$ cat src/sv/wvt_pkg.sv
package wvt_pkg;

  localparam int unsigned ADDR_W   = 48;
  localparam int unsigned WEIGHT_W = 7;
  localparam int unsigned SLOT_W   = 6;
  localparam int unsigned TALLY_W  = 16;
  localparam int unsigned USED_W   = 7;
  localparam int unsigned WORD_W   = ADDR_W + TALLY_W;

  localparam logic [TALLY_W-1:0] TALLY_MAX = {TALLY_W{1'b1}};

  typedef struct packed {
    logic [ADDR_W-1:0]   reported_address;
    logic [WEIGHT_W-1:0] weight;
  } in_t;

  typedef struct packed {
    logic [SLOT_W-1:0]  slot;
    logic [TALLY_W-1:0] tally;
    logic               created;
    logic               dropped;
    logic [USED_W-1:0]  used_entries;
  } out_t;

  typedef enum logic [1:0] {
    ST_IDLE,
    ST_SCAN,
    ST_UPDATE
  } state_e;

endpackage

$ cat src/sv/wvt_update.sv
module wvt_update #(
  parameter int unsigned TABLE_DEPTH = 64
) (
  input  logic                                  hit_i,
  input  logic [$clog2(TABLE_DEPTH)-1:0]        hit_idx_i,
  input  logic [wvt_pkg::TALLY_W-1:0]           hit_tally_i,
  input  wvt_pkg::in_t                          vote_i,
  input  logic [$clog2(TABLE_DEPTH+1)-1:0]      count_i,
  output logic                                  we_o,
  output logic [$clog2(TABLE_DEPTH)-1:0]        waddr_o,
  output logic [wvt_pkg::WORD_W-1:0]            wdata_o,
  output logic [$clog2(TABLE_DEPTH+1)-1:0]      count_o,
  output wvt_pkg::out_t                         result_o
);

  localparam int unsigned IW = $clog2(TABLE_DEPTH);
  localparam int unsigned CW = $clog2(TABLE_DEPTH + 1);
  localparam logic [CW-1:0] DEPTH_C = CW'(TABLE_DEPTH);

  logic [wvt_pkg::TALLY_W:0]   sum;
  logic [wvt_pkg::TALLY_W-1:0] sat;
  logic                        has_room;

  assign sum = {1'b0, hit_tally_i} + (wvt_pkg::TALLY_W+1)'(vote_i.weight);
  assign sat = sum[wvt_pkg::TALLY_W] ? wvt_pkg::TALLY_MAX : sum[wvt_pkg::TALLY_W-1:0];
  assign has_room = count_i < DEPTH_C;

  always_comb begin
    we_o     = 1'b0;
    waddr_o  = hit_idx_i;
    wdata_o  = {vote_i.reported_address, sat};
    count_o  = count_i;
    result_o = '0;
    if (hit_i) begin
      we_o           = 1'b1;
      result_o.slot  = wvt_pkg::SLOT_W'(hit_idx_i);
      result_o.tally = sat;
    end else if (has_room) begin
      we_o             = 1'b1;
      waddr_o          = count_i[IW-1:0];
      wdata_o          = {vote_i.reported_address,
                          wvt_pkg::TALLY_W'(vote_i.weight)};
      count_o          = count_i + CW'(1);
      result_o.slot    = wvt_pkg::SLOT_W'(count_i);
      result_o.tally   = wvt_pkg::TALLY_W'(vote_i.weight);
      result_o.created = 1'b1;
    end else begin
      result_o.dropped = 1'b1;
    end
    result_o.used_entries = wvt_pkg::USED_W'(count_o);
  end

endmodule

$ cat src/sv/weighted_vote_tally_table.sv
// A vote scans the entries in order until one matches; a miss scans every entry
// in use, and with an empty table no entry is read.
// Throughput: one vote at a time; the single-port table scan, one entry per cycle
// through a shared 48-bit comparator, bounds the rate. A new input beat is taken
// once the previous result sits in the output register. Reset clears the entry
// count and control state only.
module weighted_vote_tally_table #(
  parameter int unsigned TABLE_DEPTH = 64
) (
  input  logic          clk_i,
  input  logic          rst_ni,
  input  logic          in_valid_i,
  output logic          in_stall_o,
  input  wvt_pkg::in_t  in_data_i,
  output logic          out_valid_o,
  input  logic          out_stall_i,
  output wvt_pkg::out_t out_data_o
);

  localparam int unsigned IW = $clog2(TABLE_DEPTH);
  localparam int unsigned CW = $clog2(TABLE_DEPTH + 1);

  wvt_pkg::state_e state_q, state_d;

  logic [wvt_pkg::WORD_W-1:0] mem [TABLE_DEPTH];
  logic [wvt_pkg::WORD_W-1:0] rdata_q;

  wvt_pkg::in_t  vote_q;
  wvt_pkg::out_t out_q;
  logic          out_valid_q, out_valid_d;

  logic [CW-1:0] count_q, count_d, upd_count;
  logic [CW-1:0] rd_idx_q, rd_idx_d;
  logic [IW-1:0] cmp_idx_q;
  logic          cmp_vld_q, cmp_vld_d;
  logic          hit_q, hit_d;
  logic [IW-1:0] hit_idx_q, hit_idx_d;
  logic [wvt_pkg::TALLY_W-1:0] hit_tally_q, hit_tally_d;

  logic issue_en, match, accept, out_free, commit;

  logic                       upd_we;
  logic [IW-1:0]              upd_waddr;
  logic [wvt_pkg::WORD_W-1:0] upd_wdata;
  wvt_pkg::out_t              upd_result;

  assign accept   = (state_q == wvt_pkg::ST_IDLE) && in_valid_i;
  assign issue_en = (state_q == wvt_pkg::ST_SCAN) && (rd_idx_q < count_q);
  assign match    = cmp_vld_q &&
                    (rdata_q[wvt_pkg::WORD_W-1:wvt_pkg::TALLY_W] == vote_q.reported_address);
  assign out_free = !out_valid_q || !out_stall_i;
  assign commit   = (state_q == wvt_pkg::ST_UPDATE) && out_free;

  assign in_stall_o  = (state_q != wvt_pkg::ST_IDLE);
  assign out_valid_o = out_valid_q;
  assign out_data_o  = out_q;

  wvt_update #(
    .TABLE_DEPTH(TABLE_DEPTH)
  ) u_update (
    .hit_i      (hit_q),
    .hit_idx_i  (hit_idx_q),
    .hit_tally_i(hit_tally_q),
    .vote_i     (vote_q),
    .count_i    (count_q),
    .we_o       (upd_we),
    .waddr_o    (upd_waddr),
    .wdata_o    (upd_wdata),
    .count_o    (upd_count),
    .result_o   (upd_result)
  );

  always_comb begin
    state_d     = state_q;
    rd_idx_d    = rd_idx_q;
    cmp_vld_d   = 1'b0;
    hit_d       = hit_q;
    hit_idx_d   = hit_idx_q;
    hit_tally_d = hit_tally_q;
    count_d     = count_q;
    out_valid_d = out_valid_q && out_stall_i;
    case (state_q)
      wvt_pkg::ST_IDLE: begin
        if (in_valid_i) begin
          rd_idx_d = '0;
          hit_d    = 1'b0;
          state_d  = wvt_pkg::ST_SCAN;
        end
      end
      wvt_pkg::ST_SCAN: begin
        if (match) begin
          hit_d       = 1'b1;
          hit_idx_d   = cmp_idx_q;
          hit_tally_d = rdata_q[wvt_pkg::TALLY_W-1:0];
          state_d     = wvt_pkg::ST_UPDATE;
        end else if (issue_en) begin
          rd_idx_d  = rd_idx_q + CW'(1);
          cmp_vld_d = 1'b1;
        end else if (!cmp_vld_q) begin
          state_d = wvt_pkg::ST_UPDATE;
        end
      end
      wvt_pkg::ST_UPDATE: begin
        if (out_free) begin
          count_d     = upd_count;
          out_valid_d = 1'b1;
          state_d     = wvt_pkg::ST_IDLE;
        end
      end
      default: begin
        state_d = wvt_pkg::ST_IDLE;
      end
    endcase
  end

  always_ff @(posedge clk_i or negedge rst_ni) begin
    if (!rst_ni) begin
      state_q     <= wvt_pkg::ST_IDLE;
      count_q     <= '0;
      rd_idx_q    <= '0;
      cmp_vld_q   <= 1'b0;
      hit_q       <= 1'b0;
      out_valid_q <= 1'b0;
    end else begin
      state_q     <= state_d;
      count_q     <= count_d;
      rd_idx_q    <= rd_idx_d;
      cmp_vld_q   <= cmp_vld_d;
      hit_q       <= hit_d;
      out_valid_q <= out_valid_d;
    end
  end

  always_ff @(posedge clk_i) begin
    hit_idx_q   <= hit_idx_d;
    hit_tally_q <= hit_tally_d;
    cmp_idx_q   <= rd_idx_q[IW-1:0];
    if (accept) begin
      vote_q <= in_data_i;
    end
    if (commit) begin
      out_q <= upd_result;
    end
  end

  always_ff @(posedge clk_i) begin
    if (commit && upd_we) begin
      mem[upd_waddr] <= upd_wdata;
    end
    if (issue_en) begin
      rdata_q <= mem[rd_idx_q[IW-1:0]];
    end
  end

endmodule

$ cat config.mk
export PLATFORM = sky130hd
export DESIGN_NAME = weighted_vote_tally_table
export DESIGN_NICKNAME = d
export VERILOG_FILES = /design/src/sv/wvt_pkg.sv /design/src/sv/wvt_update.sv /design/src/sv/weighted_vote_tally_table.sv
export SDC_FILE = /design/constraint.sdc
export NUM_CORES = 2
export LEC_CHECK = 0
export ABC_CLOCK_PERIOD_IN_PS = 7900
export BUFFER_PORTS_ARGS = -buffer_cell sky130_fd_sc_hd__buf_2
export CAP_MARGIN = 25
export CORE_ASPECT_RATIO = 2
export CORE_MARGIN = 5
export CORE_UTILIZATION = 60
export CTS_BUF_LIST = sky130_fd_sc_hd__clkbuf_4
export CTS_CLUSTER_DIAMETER = 200
export DETAILED_ROUTE_END_ITERATION = 7
export GPL_TIMING_DRIVEN = 0
export HOLD_SLACK_MARGIN = 0.03
export PLACE_DENSITY = 0.76
export SYNTH_ARGS = -nofsm -noshare
export SYNTH_HDL_FRONTEND = slang
export SYNTH_SLANG_ARGS = --single-unit
$ cat constraint.sdc
create_clock -name clk_i -period 7.9 [get_ports clk_i]
set_input_delay 1.58 -clock clk_i [delete_from_list [all_inputs] [get_ports clk_i]]
set_output_delay 1.58 -clock clk_i [all_outputs]
set_load 0.02 [all_outputs]
==> out/metrics.csv <==
stage,metric,value,unit
cells_and_area,fin_util,69.2,%
route,drc,179,
logic_synthesis,synth_seq_cells,4293,
placement,dp_hpwl,329000,um
critical_path,critPathMaxStageDelay,980,ps
cts,worst_skew_pair.late_latency,1520,ps
critical_path,start_kind,register,
timing,setup_violations,0,
critical_path,r2r_cells,10,
run,maxCapViolations,1,
cts,cts_max_level,6,
logic_synthesis,synthAdderAreaFrac,0.135,%
placement,gp_congestion,0.894,
cts,path_clk_slew,90,ps
timing,tns,0,ps
grt,antenna_found_initial,38,
logic_synthesis,yosysTopAreaCell,edfxtp_1,
timing,max_freq,0.189,GHz
power,p_leak,0.0582,uW
die,core,270000,sq um
logic_synthesis,synthSimpleGateAreaFrac,0.885,%
cts,cts_tree,done,
logic_synthesis,synth_top_family_by_area,multiplexers,
cts,postCtsHoldBufs,0,
power,p_sw_share,29.3,%
cts,postCtsSetupRepairBufs,0,
power,switchingPower,16200,uW
grt,grt_max_degree,65,
critical_path,critPathTopFamily,simple AND/OR/NAND/NOR gates,
logic_synthesis,ys_types,54,
logic_synthesis,synth_flop_cell,edfxtp_1,
critical_path,crit_arrival,6370,ps
route,antenna_left,0,
grt,grt_pass1_wl,659000,um
logic_synthesis,synth_compound_area_share,0.956,%
route,avgRoutedWirePerCell,40.3,um
placement,place_area,176000,sq um
die,die_area,283000,sq um
logic_synthesis,synth_edf_count,4268,
logic_synthesis,netlist_instances,6542,
critical_path,criticalPathCategory,reg -> reg,
cts,cts_resized,0,
die,start_util,60.3,%
timing,tightest_slew,1780,ps
route,vias,85200,
timing,holdWs,70.5,ps
power,power.share.sequential,48.5,%
logic_synthesis,syn_nets,6618,
route,drt_iter0_markers,12800,
cts,cts-root-to-sink-buffers,4,
logic_synthesis,synthMuxAreaShare,17.7,%
route,via_per_inst,7.03,
outcome,outcome,finished with violations,
cells_and_area,drive_gt1_share,38.1,%
logic_synthesis,synth.area.top_cells,"edfxtp_1 79%, mux4_2 18%, a22oi_1 0.59%",
die,io_pins,92,
placement,port_buffers,91,
die,die_h,747,um
cells_and_area,fin_nets,7925,
power,internal_power,39200,uW
power,power.share.clock,28.9,%
critical_path,crit_fanout,20,
cells_and_area,final_area,187000,sq um
critical_path,end_kind,register,
critical_path,path_cells,"clkbuf_1, inv_1, nand2_1, clkbuf_1, nand3b_1, o31ai_1, nand2_1, nor2_4, buf_12, buf_12",
critical_path,r2r_setup_slack,2620,ps
grt,grt_pass1_vias,88300,
logic_synthesis,synthXorXnorAreaFrac,0.333,%
timing,post-route-min-period,5280,ps
timing,final_hold_viol_count,0,
power,ir_worst_vdd,0.192,mV
grt,grtUsageMet2,57.2,%
grt,grtUsageTotal,34.4,%
logic_synthesis,syn_area_per_cell,24.9,sq um
logic_synthesis,ys.warnings.count,0,
hold_path,hold_class,in -> async,
outcome,violations,"design-rule violations, max-capacitance violations, max-slew violations",
cts,cts_made_buffers,842,
logic_synthesis,synthArstFlopShare,0.443,%
power,p_comb_share,22.7,%
critical_path,rr_endpoint,mem[29][38],
timing,rsz0062_at_grt,false,
route,dr.pass1.iters,8,
cts,clock_sinks,4293,
timing,drv_slew,11,
critical_path,cp_slowest_cell,nor2_4,
critical_path,r2r-start,hit_q,
logic_synthesis,yosysSeqAreaShare,79.1,%
critical_path,path_buf_inv,5,
timing,max_slew_margin,-19.0,%
timing,fin_crit_sh,66.9,%
grt,met1_usage,35.0,%
timing,finalClockSkew,144,ps
logic_synthesis,yosysTopAreaCellShare,78.7,%
cells_and_area,area_growth,14.9,%
cts,ctsRootBufferMaster,clkbuf_4,
route,finalWirelength,488000,um
grt,grt_overflow_total,0,
grt,busiest_layer,met2,
die,rows,270,
power,power_density,296,nW/um^2
critical_path,cp.required,8990,ps
logic_synthesis,netlist_area,163000,sq um
grt,grt_util_met3,11.5,%
die,die-width,378,um
==> layer usage <==
layer	wire, um	vias to the layer above
met5	360	-
met4	50800	24
met3	60100	2501
met2	247000	7747
met1	130000	43100
li1	-	31800
==> cells in the mapped netlist (all sizes together), types with 7 or more instances <==
library cell / count
edfxtp: 4268
mux4: 1276
clkbuf: 188
buf: 140
a22oi: 129
nand2: 121
nor2: 100
xnor2: 53
o21ai: 27
a21oi: 24
dfrtp: 19
nand4: 19
ha: 16
inv: 16
nand3: 16
nor3: 13
o31ai: 13
nor2b: 10
xor2: 9
a211oi: 8
or4: 7
==> worst max-delay path by stage <==
stage	from	end	slack, ps	cells past startpoint
2_1_floorplan	out_stall_i	mem[39][0]	660	4
3_3_place_gp	out_stall_i	mem[37][28]	-5490	5
3_5_place_dp	out_stall_i	mem[29][36]	2600	8
4_1_cts	rd_idx_q[1]	rdata_q[61]	3010	8
5_1_grt	rd_idx_q[1]	rdata_q[61]	2710	8
6_report	hit_q	mem[29][38]	2620	10
==> cells by family after synthesis <==
kind of cell	count (synthesis)
compound gates	223
xor+xnor	62
fa+ha+maj	17
buf+inv	344
flops	4293
mux	1284
simple gates	319
==> power groups by stage <==
stage          Clock (uW)  Combinational, uW  Sequential [uW]
6_report            16000              12500            26800
5_1_grt             17400              12800            26800
4_1_cts             16000              12100            26800
3_5_place_dp            0              12100            27300
3_3_place_gp            0              10500            27900
2_1_floorplan           0               6770            27500
==> sequential cells by signal, summed over array words and instances (netlist names), 2 cells and up <==
register / cells
out_data_o: 31
count_q: 7
mem: 4096
rdata_q: 64
hit_tally_q: 16
rd_idx_q: 7
vote_q: 55
hit_idx_q: 6
cmp_idx_q: 6
state_q: 2
==> metrics by stage <==
step	worst slack, ps	total power (uW)	std cells
2_1_floorplan	660	34300	6542
3_3_place_gp	-5490	38400	10200
3_5_place_dp	2600	39400	10500
4_1_cts	3010	55000	12000
5_1_grt	2710	57000	12100
6_report	2620	55300	12100
==> placed cells by master, fill, tap and decap left out, types with 59 or more instances in the layout <==
| cell | Yosys | layout |
|---|---|---|
| edfxtp_1 | 4268 | 4268 |
| mux4_2 | 1276 | 1276 |
| clkbuf_4 | 0 | 1160 |
| clkinv_1 | 0 | 232 |
| buf_12 | 0 | 209 |
| buf_2 | 87 | 179 |
| clkbuf_1 | 188 | 169 |
| a22oi_1 | 129 | 129 |
| nand2_1 | 121 | 121 |
| buf_16 | 0 | 92 |
| nor2_4 | 0 | 72 |
| clkinv_2 | 0 | 70 |
| diode_2 | 0 | 68 |
| buf_8 | 0 | 59 |
==> final cells by class <==
| cell class | count | area [sq um] |
|---|---|---|
| antenna | 68 | 170 |
| buffer | 328 | 1500 |
| clock buffer | 1160 | 8710 |
| clock inverter | 349 | 2120 |
| fill | 15100 | 83100 |
| inverter | 16 | 60.1 |
| multi-input combinational | 1905 | 33200 |
| sequential | 4293 | 129000 |
| tap | 3536 | 4420 |
| timing repair buffer | 463 | 8180 |
Power figures use the tool's default switching activity.
